[config.mk]
export PLATFORM = sky130hd
export DESIGN_NAME = differential_drive_mixer_unit_flat
export DESIGN_NICKNAME = d
export VERILOG_FILES = /design/src/ddm_pkg.sv /design/src/ddm_evt_if.sv /design/src/ddm_cmd_if.sv /design/src/ddm_mix.sv /design/src/ddm_out_buf.sv /design/src/differential_drive_mixer_unit.sv /design/src/flat_wrapper.sv
export SDC_FILE = /design/constraint.sdc
export NUM_CORES = 1
export LEC_CHECK = 0
export BUFFER_PORTS_ARGS = -buffer_cell sky130_fd_sc_hd__buf_2
export CORE_AREA = 4 4 131 133
export CTS_CLUSTER_SIZE = 10
export DETAILED_ROUTE_END_ITERATION = 6
export DIE_AREA = 0 0 135 137
export MAX_ROUTING_LAYER = met4
export PLACE_DENSITY = 0.78
export SYNTH_ARGS = -nofsm -noshare
export SYNTH_HDL_FRONTEND = slang
export SYNTH_HIERARCHICAL = 1
export SYNTH_SLANG_ARGS = --single-unit
[constraint.sdc]
create_clock -name clk -period 34.7 [get_ports clk]
set_input_delay 6.94 -clock clk [delete_from_list [all_inputs] [get_ports clk]]
set_output_delay 6.94 -clock clk [all_outputs]
set_load 0.01 [all_outputs]
[src/ddm_pkg.sv]
`timescale 1ns / 1ps
`default_nettype none

package ddm_pkg;

    // Field widths
    localparam int SPEED_W    = 14;
    localparam int MIX_W      = 17;
    localparam int CFG_IDX_W  = 2;
    localparam int CFG_DATA_W = 6;

    typedef logic signed [SPEED_W-1:0] speed_t;
    typedef logic [CFG_DATA_W-1:0]     gain_t;

    // Register indexes of the configuration port
    typedef enum logic [CFG_IDX_W-1:0] {
        CFG_MIXING  = 2'd0,
        CFG_BRAKING = 2'd1,
        CFG_GAIN    = 2'd2
    } cfg_idx_t;

    // Event kinds
    typedef enum logic {
        KIND_SPEED = 1'b0,
        KIND_IDLE  = 1'b1
    } kind_t;

    // Mixer constants
    localparam logic [12:0] DEAD_ZONE  = 13'd37;
    localparam logic [7:0]  DUTY_MAX   = 8'd255;
    localparam speed_t      STEER_LIM  = 14'sd5000;
    localparam speed_t      STEER_NEG  = -14'sd5000;
    localparam gain_t       GAIN_RESET = 6'd16;

    // One motor command beat
    typedef struct packed {
        logic       motor;
        logic [7:0] duty;
        logic       brake;
        logic       forward;
        logic       last;
    } cmd_t;

    // Commands produced by one event
    typedef struct packed {
        logic has_res;
        logic two;
        cmd_t cmd0;
        cmd_t cmd1;
    } res_t;

    // State updates caused by one event
    typedef struct packed {
        logic       steer_we;
        speed_t     steer_val;
        logic [1:0] dir_we;
        logic [1:0] dir_val;
    } upd_t;

endpackage

`default_nettype wire

[src/ddm_evt_if.sv]
`timescale 1ns / 1ps
`default_nettype none

interface ddm_evt_if;
    import ddm_pkg::*;

    logic   valid;
    logic   ready;
    logic   kind;
    logic   channel;
    speed_t speed;

    modport source (output valid, output kind, output channel, output speed, input ready);
    modport sink   (input valid, input kind, input channel, input speed, output ready);
endinterface

`default_nettype wire

[src/ddm_cmd_if.sv]
`timescale 1ns / 1ps
`default_nettype none

interface ddm_cmd_if;
    logic       valid;
    logic       ready;
    logic       motor;
    logic [7:0] duty;
    logic       brake;
    logic       forward;
    logic       last;

    modport source (output valid, output motor, output duty, output brake, output forward,
                    output last, input ready);
    modport sink   (input valid, input motor, input duty, input brake, input forward,
                    input last, output ready);
endinterface

`default_nettype wire

[src/ddm_mix.sv]
`timescale 1ns / 1ps
`default_nettype none

module ddm_mix (
    input  wire logic           kind,
    input  wire logic           channel,
    input  wire ddm_pkg::speed_t speed,
    input  wire logic           mix_en,
    input  wire logic           brake_en,
    input  wire ddm_pkg::gain_t gain,
    input  wire ddm_pkg::speed_t steer,
    input  wire logic [1:0]     dir,
    output ddm_pkg::res_t       res,
    output ddm_pkg::upd_t       upd
);
    import ddm_pkg::*;

    logic signed [13:0]      steer_c;
    logic signed [13:0]      steer_b;
    logic signed [10:0]      steer_q;
    logic signed [17:0]      prod;
    logic signed [17:0]      prod_b;
    logic signed [MIX_W-1:0] adj;
    logic signed [MIX_W-1:0] speed_x;
    logic signed [MIX_W-1:0] v_left;
    logic signed [MIX_W-1:0] v_right;

    // Speed to duty, dead zone and brake for one motor
    function automatic cmd_t drive(input logic m, input logic signed [MIX_W-1:0] v,
                                   input logic brk_en, input logic lst);
        logic [MIX_W-1:0] mag;
        logic [12:0]      m16;
        logic [12:0]      amt;
        logic             dz;
        cmd_t             c;
        mag       = v[MIX_W-1] ? MIX_W'(-v) : MIX_W'(v);
        m16       = mag[MIX_W-1:4];
        dz        = (m16 < DEAD_ZONE);
        amt       = m16 - DEAD_ZONE;
        c.motor   = m;
        c.last    = lst;
        c.brake   = dz & brk_en;
        c.duty    = dz ? 8'd0 : ((amt > 13'(DUTY_MAX)) ? DUTY_MAX : amt[7:0]);
        c.forward = c.brake ? 1'b0 : ~v[MIX_W-1];
        return c;
    endfunction

    // Steering term: clamp, /8 toward zero, times gain, /2 toward zero
    always_comb
    begin
        if (steer > STEER_LIM)
            steer_c = STEER_LIM;
        else if (steer < STEER_NEG)
            steer_c = STEER_NEG;
        else
            steer_c = steer;
        steer_b = steer_c + (steer_c[13] ? 14'sd7 : 14'sd0);
        steer_q = steer_b[13:3];
        prod    = steer_q * $signed({1'b0, gain});
        prod_b  = prod + (prod[17] ? 18'sd1 : 18'sd0);
        adj     = prod_b[17:1];
        speed_x = MIX_W'(speed);
        v_left  = speed_x + adj;
        v_right = speed_x - adj;
    end

    // Command selection and state updates
    always_comb
    begin
        res = '0;
        upd = '0;
        if (!mix_en)
        begin
            res.has_res = 1'b1;
            if (kind == KIND_IDLE)
                res.cmd0 = '{motor: channel, duty: 8'd0, brake: 1'b0,
                             forward: dir[channel], last: 1'b1};
            else
            begin
                res.cmd0             = drive(channel, speed_x, brake_en, 1'b1);
                upd.dir_we[channel]  = 1'b1;
                upd.dir_val[channel] = res.cmd0.forward;
            end
        end
        else if (!channel)
        begin
            upd.steer_we  = 1'b1;
            upd.steer_val = (kind == KIND_IDLE) ? '0 : speed;
        end
        else
        begin
            res.has_res = 1'b1;
            res.two     = 1'b1;
            if (kind == KIND_IDLE)
            begin
                res.cmd0 = '{motor: 1'b0, duty: 8'd0, brake: 1'b0, forward: dir[0], last: 1'b0};
                res.cmd1 = '{motor: 1'b1, duty: 8'd0, brake: 1'b0, forward: dir[1], last: 1'b1};
            end
            else
            begin
                res.cmd0    = drive(1'b0, v_left, brake_en, 1'b0);
                res.cmd1    = drive(1'b1, v_right, brake_en, 1'b1);
                upd.dir_we  = 2'b11;
                upd.dir_val = {res.cmd1.forward, res.cmd0.forward};
            end
        end
    end

endmodule

`default_nettype wire

[src/ddm_out_buf.sv]
`timescale 1ns / 1ps
`default_nettype none

module ddm_out_buf (
    input  wire logic          clk,
    input  wire logic          rst_n,
    input  wire logic          load,
    input  wire ddm_pkg::res_t res,
    output logic               free,
    ddm_cmd_if.source          cmd
);
    import ddm_pkg::*;

    logic pend0_reg, pend0_next;
    logic pend1_reg, pend1_next;
    cmd_t c0_reg, c0_next;
    cmd_t c1_reg, c1_next;
    cmd_t cur;
    logic fire;

    // Two command slots, slot 0 goes out first
    assign cur         = pend0_reg ? c0_reg : c1_reg;
    assign cmd.valid   = pend0_reg | pend1_reg;
    assign cmd.motor   = cur.motor;
    assign cmd.duty    = cur.duty;
    assign cmd.brake   = cur.brake;
    assign cmd.forward = cur.forward;
    assign cmd.last    = cur.last;
    assign fire        = cmd.valid & cmd.ready;
    assign free        = ~cmd.valid | (fire & ~(pend0_reg & pend1_reg));

    // Slot bookkeeping
    always_comb
    begin
        pend0_next = pend0_reg;
        pend1_next = pend1_reg;
        c0_next    = c0_reg;
        c1_next    = c1_reg;
        if (load)
        begin
            pend0_next = 1'b1;
            pend1_next = res.two;
            c0_next    = res.cmd0;
            c1_next    = res.cmd1;
        end
        else if (fire)
        begin
            if (pend0_reg)
                pend0_next = 1'b0;
            else
                pend1_next = 1'b0;
        end
    end

    always_ff @(posedge clk or negedge rst_n)
    begin
        if (!rst_n)
        begin
            pend0_reg <= 1'b0;
            pend1_reg <= 1'b0;
        end
        else
        begin
            pend0_reg <= pend0_next;
            pend1_reg <= pend1_next;
        end
    end

    always_ff @(posedge clk)
    begin
        c0_reg <= c0_next;
        c1_reg <= c1_next;
    end

endmodule

`default_nettype wire

[src/differential_drive_mixer_unit.sv]
`timescale 1ns / 1ps
`default_nettype none

// Differential drive mixer. Takes RC channel events (speed sample or idle
// notice) and emits motor commands with duty, brake and direction. An event
// is registered, mixed combinationally and its commands land in a two-slot
// output register, which takes them once it is empty or sends its last
// pending command; the input stage stalls until then. Commands leave at one
// beat per cycle while the receiver is ready: an unmixed event gives one
// command, a mixed drive event two (left motor, then right motor with last
// set). A steering event under mixing gives no command. Write the
// configuration registers only while no event is in flight.
module differential_drive_mixer_unit (
    input  wire logic                             clk,
    input  wire logic                             rst_n,
    ddm_evt_if.sink                               rc_evt,
    ddm_cmd_if.source                             motor_cmd,
    input  wire logic                             cfg_we,
    input  wire logic [ddm_pkg::CFG_IDX_W-1:0]    cfg_idx,
    input  wire logic [ddm_pkg::CFG_DATA_W-1:0]   cfg_data
);
    import ddm_pkg::*;

    logic       mix_en_reg, mix_en_next;
    logic       brk_en_reg, brk_en_next;
    gain_t      gain_reg, gain_next;
    logic       a_valid_reg, a_valid_next;
    logic       a_kind_reg;
    logic       a_chan_reg;
    speed_t     a_speed_reg;
    speed_t     steer_reg, steer_next;
    logic [1:0] dir_reg, dir_next;

    res_t res;
    upd_t upd;
    logic free;
    logic advance;
    logic in_fire;

    // Configuration registers
    always_comb
    begin
        mix_en_next = mix_en_reg;
        brk_en_next = brk_en_reg;
        gain_next   = gain_reg;
        if (cfg_we)
        begin
            case (cfg_idx)
                CFG_MIXING:  mix_en_next = cfg_data[0];
                CFG_BRAKING: brk_en_next = cfg_data[0];
                CFG_GAIN:    gain_next   = cfg_data;
                default:     ;
            endcase
        end
    end

    // Input stage handshake
    assign advance      = a_valid_reg & (~res.has_res | free);
    assign rc_evt.ready = ~a_valid_reg | advance;
    assign in_fire      = rc_evt.valid & rc_evt.ready;
    assign a_valid_next = in_fire | (a_valid_reg & ~advance);

    ddm_mix u_mix (
        .kind     (a_kind_reg),
        .channel  (a_chan_reg),
        .speed    (a_speed_reg),
        .mix_en   (mix_en_reg),
        .brake_en (brk_en_reg),
        .gain     (gain_reg),
        .steer    (steer_reg),
        .dir      (dir_reg),
        .res      (res),
        .upd      (upd)
    );

    ddm_out_buf u_out (
        .clk   (clk),
        .rst_n (rst_n),
        .load  (advance & res.has_res),
        .res   (res),
        .free  (free),
        .cmd   (motor_cmd)
    );

    // Steering and direction state
    always_comb
    begin
        steer_next = steer_reg;
        dir_next   = dir_reg;
        if (advance)
        begin
            if (upd.steer_we)
                steer_next = upd.steer_val;
            if (upd.dir_we[0])
                dir_next[0] = upd.dir_val[0];
            if (upd.dir_we[1])
                dir_next[1] = upd.dir_val[1];
        end
    end

    always_ff @(posedge clk or negedge rst_n)
    begin
        if (!rst_n)
        begin
            mix_en_reg  <= 1'b0;
            brk_en_reg  <= 1'b0;
            gain_reg    <= GAIN_RESET;
            a_valid_reg <= 1'b0;
            steer_reg   <= '0;
            dir_reg     <= 2'b00;
        end
        else
        begin
            mix_en_reg  <= mix_en_next;
            brk_en_reg  <= brk_en_next;
            gain_reg    <= gain_next;
            a_valid_reg <= a_valid_next;
            steer_reg   <= steer_next;
            dir_reg     <= dir_next;
        end
    end

    // Event payload
    always_ff @(posedge clk)
    begin
        if (in_fire)
        begin
            a_kind_reg  <= rc_evt.kind;
            a_chan_reg  <= rc_evt.channel;
            a_speed_reg <= rc_evt.speed;
        end
    end

endmodule

`default_nettype wire

[src/flat_wrapper.sv]
// flat-port wrapper written by rule: the top's interface ports become plain ports
module differential_drive_mixer_unit_flat import ddm_pkg::*;
  (clk, rst_n, cfg_we, cfg_idx, cfg_data, rc_evt_valid, rc_evt_kind, rc_evt_channel, rc_evt_speed, rc_evt_ready, motor_cmd_valid, motor_cmd_motor, motor_cmd_duty, motor_cmd_brake, motor_cmd_forward, motor_cmd_last, motor_cmd_ready);
  ddm_evt_if rc_evt_i ();
  ddm_cmd_if motor_cmd_i ();
  input  wire logic clk;
  input  wire logic rst_n;
  input  wire logic cfg_we;
  input  wire logic [ddm_pkg::CFG_IDX_W-1:0] cfg_idx;
  input  wire logic [ddm_pkg::CFG_DATA_W-1:0] cfg_data;
  input wire logic [$bits(rc_evt_i.valid)-1:0] rc_evt_valid;
  input wire logic [$bits(rc_evt_i.kind)-1:0] rc_evt_kind;
  input wire logic [$bits(rc_evt_i.channel)-1:0] rc_evt_channel;
  input wire logic [$bits(rc_evt_i.speed)-1:0] rc_evt_speed;
  output wire logic [$bits(rc_evt_i.ready)-1:0] rc_evt_ready;
  output wire logic [$bits(motor_cmd_i.valid)-1:0] motor_cmd_valid;
  output wire logic [$bits(motor_cmd_i.motor)-1:0] motor_cmd_motor;
  output wire logic [$bits(motor_cmd_i.duty)-1:0] motor_cmd_duty;
  output wire logic [$bits(motor_cmd_i.brake)-1:0] motor_cmd_brake;
  output wire logic [$bits(motor_cmd_i.forward)-1:0] motor_cmd_forward;
  output wire logic [$bits(motor_cmd_i.last)-1:0] motor_cmd_last;
  input wire logic [$bits(motor_cmd_i.ready)-1:0] motor_cmd_ready;
  assign rc_evt_i.valid = rc_evt_valid;
  assign rc_evt_i.kind = rc_evt_kind;
  assign rc_evt_i.channel = rc_evt_channel;
  assign rc_evt_i.speed = rc_evt_speed;
  assign rc_evt_ready = rc_evt_i.ready;
  assign motor_cmd_valid = motor_cmd_i.valid;
  assign motor_cmd_motor = motor_cmd_i.motor;
  assign motor_cmd_duty = motor_cmd_i.duty;
  assign motor_cmd_brake = motor_cmd_i.brake;
  assign motor_cmd_forward = motor_cmd_i.forward;
  assign motor_cmd_last = motor_cmd_i.last;
  assign motor_cmd_i.ready = motor_cmd_ready;
  differential_drive_mixer_unit u_core (.clk(clk), .rst_n(rst_n), .rc_evt(rc_evt_i), .motor_cmd(motor_cmd_i), .cfg_we(cfg_we), .cfg_idx(cfg_idx), .cfg_data(cfg_data));
endmodule
# Word-level counts from Yosys, hierarchy flattened

Index checks and enable logic that the tools add are counted.
W data, S select, Z words.

Bits in registers: 67
Bits of input ports: 29
Output and inout bits: 14

Add/sub/neg operators: 10
Bitwise logic cells: 26
$lt $le $gt $ge: 10
$mul: 1
Multiplexer cells: 39
Equality and inequality tests: 3
Reduce and logical (&&, ||, !) cells: 13

Operator list:

| cell                    | count |
|---|---|
| $mux W17                | 3 |
| $mux W8                 | 6 |
| $mux W14                | 3 |
| $gt A13 B8 Y1 const B   | 3 |
| $lt A13 B6 Y1 const B   | 3 |
| $sub A13 B6 Y13 const B | 3 |
| $neg A17 Y17            | 2 |
| $mux W15                | 2 |
| $mux W26                | 1 |
| $mux W12                | 2 |
| $mux W23                | 1 |
| $add A18 B2 Y18         | 1 |
| $mul A11 B7 Y18         | 1 |
| $add A14 B17 Y17        | 1 |
| $neg A14 Y17            | 1 |
| $sub A14 B17 Y17        | 1 |
| $mux W4                 | 4 |
| $reduce_and A2 Y1       | 8 |
| $add A14 B4 Y14         | 1 |
| $gt A14 B14 Y1 const B  | 1 |
| $lt A14 B14 Y1 const B  | 1 |
| $mux W1                 | 14 |
| $mux W11                | 1 |
| $and A1 B1 Y1           | 10 |
| 15 further kinds        | 28 |

# Logic depth before layout (Yosys ltp)

Gate-level depths: netlist of the first run.

Word-level depth: 24
Depth in mapped cells: 58
Gate-level depth less buffers: 56

# Hierarchy

The synthesis of the first run kept the hierarchy.

Modules (own cells, without submodules):

| module                        | area an instance (um^2) | instances | seq. area each (um^2) | cells each |
|---|---|---|---|---|
| ddm_mix                       | 7,061.8                 | 1         | 0.0                   | 987 |
| differential_drive_mixer_unit | 1,531.5                 | 1         | 1,107.3               | 79 |
| ddm_out_buf                   | 1,002.2                 | 1         | 770.7                 | 47 |

# Least setup slack after synthesis of the first run

OpenSTA, ideal clock, no wires.

Kind: input -> output
Start: input motor_cmd_ready
End: output rc_evt_ready
Data arrival time: 7.471 ns
Path slack: 20.289 ns
Buffers on the path: 0
Cell stages on the path: 2
Cell sequence: maj3_2 nand3b_1

Word-level cells in the longest chain between the ends: 6

Ends and longest elaborated chain:

| element       | line                                | RTL |
|---|---|---|
| from (decl)   | flat_wrapper.sv:22                  | `input wire logic [$bits(motor_cmd_i.ready)-1:0] motor_cmd_ready;` |
| $and A1 B1 Y1 | ddm_out_buf.sv:29                   | `assign fire = cmd.valid & cmd.ready;` |
| $and A1 B1 Y1 | ddm_out_buf.sv:30                   | `assign free = ~cmd.valid \| (fire & ~(pend0_reg & pend1_reg));` |
| $or A1 B1 Y1  | ddm_out_buf.sv:30                   |  |
| $or A1 B1 Y1  | differential_drive_mixer_unit.sv:58 | `assign advance = a_valid_reg & (~res.has_res \| free);` |
| $and A1 B1 Y1 | differential_drive_mixer_unit.sv:58 |  |
| $or A1 B1 Y1  | differential_drive_mixer_unit.sv:59 | `assign rc_evt.ready = ~a_valid_reg \| advance;` |
| to (decl)     | flat_wrapper.sv:15                  | `output wire logic [$bits(rc_evt_i.ready)-1:0] rc_evt_ready;` |

Every way passes these cells.

==> implementation parameters, run 1 <==
Parameter                              Value

Run status
  Status ... finished, final reports clean

Clock tree
  Skew-Pair Late Insertion Delay ... 340 ps
  Clk root buf ... clkbuf_16
  TritonCTS clock tree ... built
  Number of cells upsized or downsized after cts ... 0
  CTS sink cnt ... 67
  Clock edge transition at the registers on the reported setup and hold paths ... 60 ps
  Total clock buffers created by CTS ... 9
  Total number of H-tree levels ... 3
  Number of buffers inserted by post-CTS setup repair ... 0
  Number of hold-repair buffers added at the cts stage ... 0
  Largest buffer count on any clock path ... 2

Yosys
  Share of flip-flops with an asynchronous set or reset after synthesis ... around two fifths
  Most common flop cell mapped by yosys ... edfxtp_1
  Distinct cell type count after synthesis ... between 90 and 100
  Synthesized area per cell ... around 8.6 um^2
  Register area share after synthesis ... between 10% and 20%
  Total nets after synthesis ... between 1000 and 1500
  Flip-flop and latch count after synthesis ... 67
  Instance count of the mapped netlist ... between 1000 and 1500
  Syn. warnings ... 6
  Post-synthesis instance area ... roughly 0.0096 mm^2
  Post-synth EDFFs ... 40

Worst setup path
  Worst Path Arrival ... about 15000 ps
  Worst setup path startpoint ... u_core/steer_reg[3]
  Required @ worst endpoint ... approximately 35000 ps
  Worst reg2reg endpoint ... u_core/u_out/c0_reg[10]
  Maximum fanout encountered on the critical timing path ... 22
  Reg-to-reg critical path startpoint ... u_core/steer_reg[3]
  Cell at the slowest stage of the critical path ... xnor3_1
  Setup crit end ... u_core/u_out/c0_reg[10]
  Startpoint-to-endpoint class of the critical path ... reg2reg
  Slowest stage delay, CP ... roughly 950 ps
  Startpoint kind of the worst setup timing path ... flop
  Register-to-register setup slack ... 19890 ps
  Depth of the worst register-to-register path ... 53
  Category of the worst setup path capture point ... flop

Die
  Horizontal die dimension ... ~140 um
  Starting density of the core ... roughly three fifths
  IO Pins ... 43
  Die Ht ... 137 um
  Core region area ... 0.01583 mm^2
  Die Outline Area ... 0.01850 mm^2
  # rows ... between 40 and 50

STA
  RSZ-0062 raised after global routing ... false
  Fmax ... slightly below 0.07 GHz
  Transition time at the pin with the least slew margin ... just over 900 ps
  Sum of negative setup slack ... 0 ps
  Max-slew violation count ... 0
  Final-report setup violation count ... 0
  Hold violation total from the final report ... 0
  Clk_skew ... between 7 and 8 ps
  Fin crit share ... 42.68%
  Relative max-transition margin ... 38.69%
  Final critical path time including I/O delays and setup ... roughly 15000 ps
  Final setup margin ... 19890 ps

Route
  Total Wirelength ... roughly 22000 um
  Post-DRT Antenna Nets ... 0
  First-pass iteration count of the detailed router ... 5
  Total number of vias ... roughly 8000
  Via-per-instance ratio ... 5.890
  DRC violations left ... 0
  Avg WL per Cell ... 16.12 um
  Detailed Route Iter0 Violations ... between 500 and 600

Placement
  Hpwl dp ... 17140 um
  Final weighted congestion in routability-driven placement ... roughly 0.96
  # port buffers ... 42
  Worst-case setup slack after placement ... roughly 20000 ps

Finish
  Fraction of layout instances using a drive strength above 1 ... about an eighth
  Number of antenna diodes ... 0
  Multi-input combinational cell area ... about 0.0071 mm^2
  Net count, final ... between 1000 and 1500
  Filler instances ... between 1000 and 1500
  Final Core Density ... roughly 64%
  Most used cells in the layout excluding fill and tap cells ... inv_1 (120), nand2_1 (93), nor2_1 (84)
  Most common cell after layout, fill and taps aside ... inv_1
  Register area ... 0.001878 mm^2
  Layout Area Growth over Synthesis ... 6.154%

Global route
  Final global-route overflow total ... 0
  Vias in the first global route ... roughly 7400
  Number of antenna violations at the first check in global routing ... 0
  Pin count of the biggest net entering global routing ... 28
  Global-route wire length before repair ... 35620 um
  Total track usage ... 24.45%

Job
  Max capacitance violation total ... 0

Worst hold path
  Worst min-delay path class ... reg2reg
final cells by class:
class | count | area share, %
multi-input combinational | 887 | 69.35
sequential | 67 | 18.44
inverter | 121 | 4.459
tap | 216 | 2.653
clock buffer | 9 | 2.211
timing repair buffer | 43 | 2.137
clock inverter | 7 | 0.7493
metal layers:
layer / track usage [%] / share of wire [%]
met1: 33.01 / 46
met2: 39.38 / 47
met3: 2.794 / 4.8
met4: 6.831 / 1.6
met5: - / 0
stage by stage:
step	cell area [um^2]	hold WS, ps	cells
after floorplan	9595	475.1	1113
after global placement	9884	518.4	1334
after detailed placement	9884	527.4	1334
after CTS	10190	541.9	1350
after global routing	10190	571.8	1350
final	10190	541.2	1350
synthesized netlist by cell type, types with 10 or more instances:
cell type	instances	area, um^2
inv_1	120	450.4
nand2_1	93	349.1
nor2_1	84	315.3
ha_1	78	975.9
xnor2_1	70	613.1
and2_1	58	362.9
a21oi_1	55	275.3
fa_1	49	980.9
o21ai_0	49	245.2
edfxtp_1	40	1201
xor2_1	28	245.2
nor3_1	27	135.1
clkbuf_1	26	97.59
dfrtp_1	26	650.6
nand3_1	24	120.1
mux2_4	20	300.3
nand2b_1	17	106.4
mux2_2	16	180.2
nor2b_1	15	93.84
o21ai_1	12	60.06
o31ai_1	11	82.58
a211oi_1	10	75.07
and3_1	10	62.56
how the worst min path moves through the flow:
stage	end	from	slack [ps]	cells after the start
final	u_core/dir_reg[0]	u_core/dir_reg[0]	540	1
after global routing	u_core/dir_reg[0]	u_core/dir_reg[0]	570	1
after CTS	u_core/dir_reg[1]	u_core/dir_reg[1]	540	1
after detailed placement	u_core/dir_reg[1]	u_core/dir_reg[1]	530	1
after global placement	u_core/dir_reg[0]	u_core/dir_reg[0]	520	1
after floorplan	u_core/steer_reg[3]	u_core/steer_reg[3]	480	1
critical path, delay by kind of cell (launching register included):
| family | cells | cell delay, ps |
|---|---|---|
| AOI/OAI and AO/OA | 15 | 4170 |
| muxes | 1 | 390 |
| adders and majority gates | 10 | 4190 |
| xor gates and xnor gates | 5 | 1800 |
| buffers and inverters | 6 | 630 |
| DFF | 1 | 540 |
| and+or+nand+nor | 16 | 2890 |
cells by family after synthesis:
kind of cell               synth area share [%]
AOI/OAI and AO/OA                         16.34
buffers and inverters                     6.806
adders and majority gates                 20.84
xor gates and xnor gates                  9.910
and+or+nand+nor                           20.39
DFF                                       19.57
muxes                                     6.142
Power of run 1 is left out: the tool's default activity adds up to more than one toggle a clock period on the data nets, which glitch-free logic cannot reach.
==> run 2: changes to the inputs <==
- clock period: 34.7 -> 15.5 ns (I/O delays scaled with it)
==> implementation parameters, run 2 (same netlist as run 1, synthesis figures left out) <==
Parameter                              Value

STA
  Clk_skew ... 5.532 ps (-1.903 ps)
  Final-report setup violation count ... 0 (unchanged)
  Max-slew violation count ... 0 (unchanged)
  Final critical path time including I/O delays and setup ... 14240 ps (-565.8 ps)
  Final setup margin ... 1255 ps (-18630 ps)
  Fin crit share ... 91.90% (+49 points)
  Sum of negative setup slack ... 0 ps (unchanged)
  RSZ-0062 raised after global routing ... false
  Relative max-transition margin ... 35.81% (-2.9 points)
  Transition time at the pin with the least slew margin ... 956.0 ps (+36.33 ps)
  Hold violation total from the final report ... 0 (unchanged)
  Fmax ... 0.07020 GHz (+4.0%)

Finish
  Most common cell after layout, fill and taps aside ... inv_1
  Layout Area Growth over Synthesis ... 6.402%
  Total non-filler cell area in the finished layout ... 0.01021 mm^2 (+0.23%)
  Most used cells in the layout excluding fill and tap cells ... inv_1 (120), nand2_1 (93), nor2_1 (84)
  Fraction of layout instances using a drive strength above 1 ... 11.82% (+0.088 points)
  Net count, final ... 1285 (unchanged)
  Number of antenna diodes ... 0 (unchanged)
  Final non-filler cell total ... 1350 (unchanged)

Worst setup path
  Slowest stage delay, CP ... 900 ps (-50 ps)
  Maximum fanout encountered on the critical timing path ... 22 (unchanged)
  Depth of the worst register-to-register path ... 50 (-5.7%)
  Startpoint kind of the worst setup timing path ... flop
  Most common cell on crit path ... ha_1
  Number of cells on the critical path ... 50 (-5.7%)
  Sum of buffers and inverters on the critical path ... 2 (-4)
  Worst Path Arrival ... 14330 ps (-650 ps)
  Required @ worst endpoint ... 15590 ps (-19280 ps)
  Cell at the slowest stage of the critical path ... xnor3_1
  Worst reg2reg endpoint ... u_core/u_out/c0_reg[10]
  Register-to-register setup slack ... 1260 ps (-18630 ps)
  Reg-to-reg critical path startpoint ... u_core/steer_reg[3]
  Category of the worst setup path capture point ... flop
  Startpoint-to-endpoint class of the critical path ... reg2reg
  Kind of cell adding the most delay to the critical path ... adder cells

Route
  Uppermost metal layer occupied by signal nets ... met4
  Total number of vias ... 7949 (-0.025%)
  Detailed Route Iter0 Violations ... 632 (+13%)
  Met3 wirelength from detailed routing ... 1066 um (+1.4%)
  Avg WL per Cell ... 16.25 um (+0.84%)
  First-pass iteration count of the detailed router ... 6 (+1)
  Wire length on met2 ... 10230 um (about the same)
  Metal1 wirelength ... 10190 um (+0.70%)
  Via-per-instance ratio ... 5.888 (about the same)
  Total Wirelength ... 21940 um (+0.84%)
  Post-DRT Antenna Nets ... 0 (unchanged)
  DRC violations left ... 0 (unchanged)

Global route
  Final global-route overflow total ... 0 (unchanged)
  Total track usage ... 25.16% (+0.71 points)
  Number of antenna violations at the first check in global routing ... 0 (unchanged)
  Global-route wire length before repair ... 36490 um (+2.4%)
  Pin count of the biggest net entering global routing ... 28 (unchanged)
  Vias in the first global route ... 7551 (+1.8%)

Clock tree
  Total number of H-tree levels ... 3 (unchanged)
  TritonCTS clock tree ... built
  Largest buffer count on any clock path ... 2 (unchanged)
  Total clock buffers created by CTS ... 9 (unchanged)
  Clock edge transition at the registers on the reported setup and hold paths ... 60 ps (about the same)
  CTS sink cnt ... 67 (unchanged)
  Skew-Pair Late Insertion Delay ... 350 ps (about the same)
  Clk root buf ... clkbuf_16

Worst hold path
  Number of instances on the worst hold path ... 1 (unchanged)
  Launch instance of the worst min-delay path ... u_core/dir_reg[0]
  Endpoint with the worst hold slack ... u_core/dir_reg[0]
  Worst min-delay path class ... reg2reg

Die
  # rows ... 46 (unchanged)
  Core region area ... 0.01583 mm^2 (unchanged)
  Horizontal die dimension ... 135 um (unchanged)
  IO Pins ... 43 (unchanged)
  Die Ht ... 137 um (unchanged)
  Die Outline Area ... 0.01850 mm^2 (unchanged)
  Starting density of the core ... 60.62% (unchanged)

Placement
  Worst-case setup slack after placement ... 1298 ps (-18720 ps)
  Hpwl dp ... 17590 um (+2.6%)
  Final weighted congestion in routability-driven placement ... 0.9676 (+0.28%)
  Dpl cells ... 1334 (unchanged)
  # port buffers ... 42 (unchanged)
  DP Area ... 0.009884 mm^2 (unchanged)

Job
  Max capacitance violation total ... 0 (unchanged)

Run status
  Status ... finished, final reports clean
==> run 2: final cells by class <==
cell class | count | area (um^2)
multi-input combinational | 887 | 7064
fill | 1317 | 5618
sequential | 67 | 1878
inverter | 121 | 454.2
tap | 216 | 270.3
clock buffer | 10 | 250.2
timing repair buffer | 43 | 217.7
clock inverter | 6 | 75.07
==> run 2: worst register-to-register path, delay by kind of cell, from the launching register on <==
kind	cells	cell delay [ps]
multiplexers	1	370
XOR/XNOR	4	1660
buffers and inverters	2	230
AO/OA/AOI/OAI	17	4020
AND/OR/NAND/NOR	16	2930
adder cells (fa/ha/maj)	10	4220
flip-flops	1	540
==> run 2: metal layers <==
metal,GRT usage (%),vias up
met1,34.02,3827
met2,39.36,217
met5,-,-
met4,8.287,0
li1,-,3868
met3,3.493,37
==> run 2: worst max path at each step <==
stage,start,endpoint,slack (ps)
3_3_place_gp,u_core/steer_reg[3],u_core/u_out/c0_reg[10],1780
5_1_grt,u_core/steer_reg[3],u_core/u_out/c0_reg[10],240
6_report,u_core/steer_reg[3],u_core/u_out/c0_reg[10],1260
4_1_cts,u_core/steer_reg[3],u_core/u_out/c0_reg[10],1230
3_5_place_dp,u_core/steer_reg[3],u_core/u_out/c0_reg[10],1300
2_1_floorplan,u_core/steer_reg[3],u_core/u_out/c0_reg[10],3200
==> run 2: what timing repair did <==
| item | in CTS | in global routing |
|---|---|---|
| hold endpoints to repair | 0 | 0 |
| buffers inserted | 0 | 0 |
| hold buffers | 0 | 0 |
| resized for setup | 0 | 1 |
| setup endpoints to repair | 0 | 2 |
==> run 2: through the flow <==
stage | hold slack (ps) | utilization, %
floorplan | 475.1 | -
global placement | 520.0 | 62.45
detailed placement | 538.4 | 62.45
CTS | 555.0 | 64.51
global route | 581.5 | 64.51
finish | 561.8 | 64.51
Power of run 2 is left out for the same reason.
==> run 3: changes to the inputs <==
- CORE_AREA: 4 4 131 133 -> 4 4 134 136
- DIE_AREA: 0 0 135 137 -> 0 0 138 140
- clock period: 15.5 -> 12.54 ns (I/O delays scaled with it)
==> implementation parameters, run 3 (same netlist as run 1, synthesis figures left out) <==
Parameter                              Value

Finish
  Filler instances ... 1449 (+10%)
  Most common cell after layout, fill and taps aside ... inv_1
  Net count, final ... 1316 (+2.4%)
  Number of antenna diodes ... 0 (unchanged)
  Layout Area Growth over Synthesis ... 10.55%
  Final Core Density ... 62.63% (-1.9 points)
  Final non-filler cell total ... 1390 (+3.0%)
  Most used cells in the layout excluding fill and tap cells ... inv_1 (120), nand2_1 (93), nor2_1 (80)
  Fraction of layout instances using a drive strength above 1 ... 16.65% (+4.8 points)

Worst hold path
  Worst min-delay path class ... reg2reg
  Launch instance of the worst min-delay path ... u_core/dir_reg[0]

Clock tree
  Clock edge transition at the registers on the reported setup and hold paths ... 60 ps (about the same)
  CTS sink cnt ... 67 (unchanged)
  Total clock buffers created by CTS ... 9 (unchanged)
  Skew-Pair Late Insertion Delay ... 340 ps (about the same)
  Number of hold-repair buffers added at the cts stage ... 0 (unchanged)
  TritonCTS clock tree ... built
  Clk root buf ... clkbuf_16
  Largest buffer count on any clock path ... 2 (unchanged)
  Total number of H-tree levels ... 3 (unchanged)

Placement
  # port buffers ... 42 (unchanged)
  Final weighted congestion in routability-driven placement ... 0.9681 (about the same)
  Dpl cells ... 1367 (+2.5%)
  Hpwl dp ... 18090 um (+2.9%)

Worst setup path
  Maximum fanout encountered on the critical timing path ... 9 (-59%)
  Startpoint kind of the worst setup timing path ... flop
  Reg-to-reg critical path startpoint ... u_core/steer_reg[5]
  Startpoint-to-endpoint class of the critical path ... reg2reg
  Most common cell on crit path ... inv_1
  Worst Path Arrival ... 12070 ps (-2260 ps)
  Required @ worst endpoint ... 12620 ps (-2970 ps)
  Worst setup path startpoint ... u_core/steer_reg[5]
  Slowest stage delay, CP ... 530 ps (-370 ps)
  Category of the worst setup path capture point ... flop
  Cell at the slowest stage of the critical path ... fa_1

Route
  Total number of vias ... 8195 (+3.1%)
  Detailed Route Iter0 Violations ... 658 (+4.1%)
  First-pass iteration count of the detailed router ... 7 (+1)
  DRC violations left ... 0 (unchanged)
  Post-DRT Antenna Nets ... 0 (unchanged)
  Via-per-instance ratio ... 5.896 (+0.13%)
  Total Wirelength ... 22960 um (+4.7%)
  Avg WL per Cell ... 16.52 um (+1.7%)

STA
  Final-report setup violation count ... 0 (unchanged)
  Fin crit share ... 95.66% (+3.8 points)
  Hold violation total from the final report ... 0 (unchanged)
  Fmax ... 0.08337 GHz (+19%)
  Transition time at the pin with the least slew margin ... 915.0 ps (-41.00 ps)
  Sum of negative setup slack ... 0 ps (unchanged)
  Final critical path time including I/O delays and setup ... 12000 ps (-2249 ps)
  Max-slew violation count ... 0 (unchanged)
  Relative max-transition margin ... 38.56% (+2.8 points)
  Final worst hold slack ... 548.4 ps (-13.33 ps)
  Clk_skew ... 7.151 ps (+1.620 ps)

Die
  # rows ... 48 (+4.3%)
  Die Outline Area ... 0.01932 mm^2 (+4.5%)
  Die Ht ... 140 um (+2.2%)
  Horizontal die dimension ... 138 um (+2.2%)
  IO Pins ... 43 (unchanged)
  Core region area ... 0.01694 mm^2 (+7.0%)
  Starting density of the core ... 56.66% (-4.0 points)

Global route
  Number of antenna violations at the first check in global routing ... 0 (unchanged)
  Vias in the first global route ... 7632 (+1.1%)
  Global-route wire length before repair ... 36640 um (+0.40%)
  Total track usage ... 23.54% (-1.6 points)
  Final global-route overflow total ... 0 (unchanged)
  Pin count of the biggest net entering global routing ... 28 (unchanged)

Job
  Max capacitance violation total ... 0 (unchanged)

Run status
  Status ... finished, final reports clean
run 3: stage by stage:
step	instance area (um^2)	worst slack (ps)
after floorplan	9595	239.8
after global placement	10080	185.5
after detailed placement	10080	-68.10
after CTS	10420	33.31
after global routing	10610	-140.7
final	10610	544.6
run 3: layer usage:
layer / part of all wire (%) / global-route usage (%) / up-vias / wire length [um]
met2: 48 / 37.90 / 307 / 11000
met3: 6.7 / 3.414 / 41 / 1535
met5: 0 / - / - / 0
met4: 1.7 / 6.344 / 0 / 397
met1: 44 / 31.37 / 3919 / 10030
li1: - / - / 3928 / -
run 3: layout make-up:
class	count	area [um^2]	area share, %
multi-input cells	887	7208	67.95
flip-flops and latches	67	1883	17.75
repair buffers	74	462.9	4.364
inverters	121	454.2	4.282
well taps	225	281.5	2.654
clock buffers	9	225.2	2.123
clock inverters	7	92.59	0.8728
run 3: final timing paths:
kind,end,slack [ps],depth (start not counted)
worst max register to register,u_core/u_out/c0_reg[10],540,55
min in group asynchronous,u_core/u_out/pend1_reg,2190,1
max in group asynchronous,u_core/steer_reg[4],9910,1
worst min-delay path,u_core/dir_reg[0],550,1
worst max-delay path,u_core/u_out/c0_reg[10],540,55
worst min register to register,u_core/dir_reg[0],550,1
run 3: critical path: cells and delay by family, from the launching register on:
family                     cells  cell delay, ps
adders and majority gates     10            3740
and+or+nand+nor               16            2780
DFF                            1             420
AOI/OAI and AO/OA             15            2520
buffers and inverters          8             740
xor gates and xnor gates       5            1240
muxes                          1             280
run 3: what timing repair did:
action                     4_1_cts  5_1_grt
gates resized for setup          1       35
setup endpoints to repair        8       20
buffers inserted                 1        6
pin swaps                        1        6
Power of run 3 is left out for the same reason.
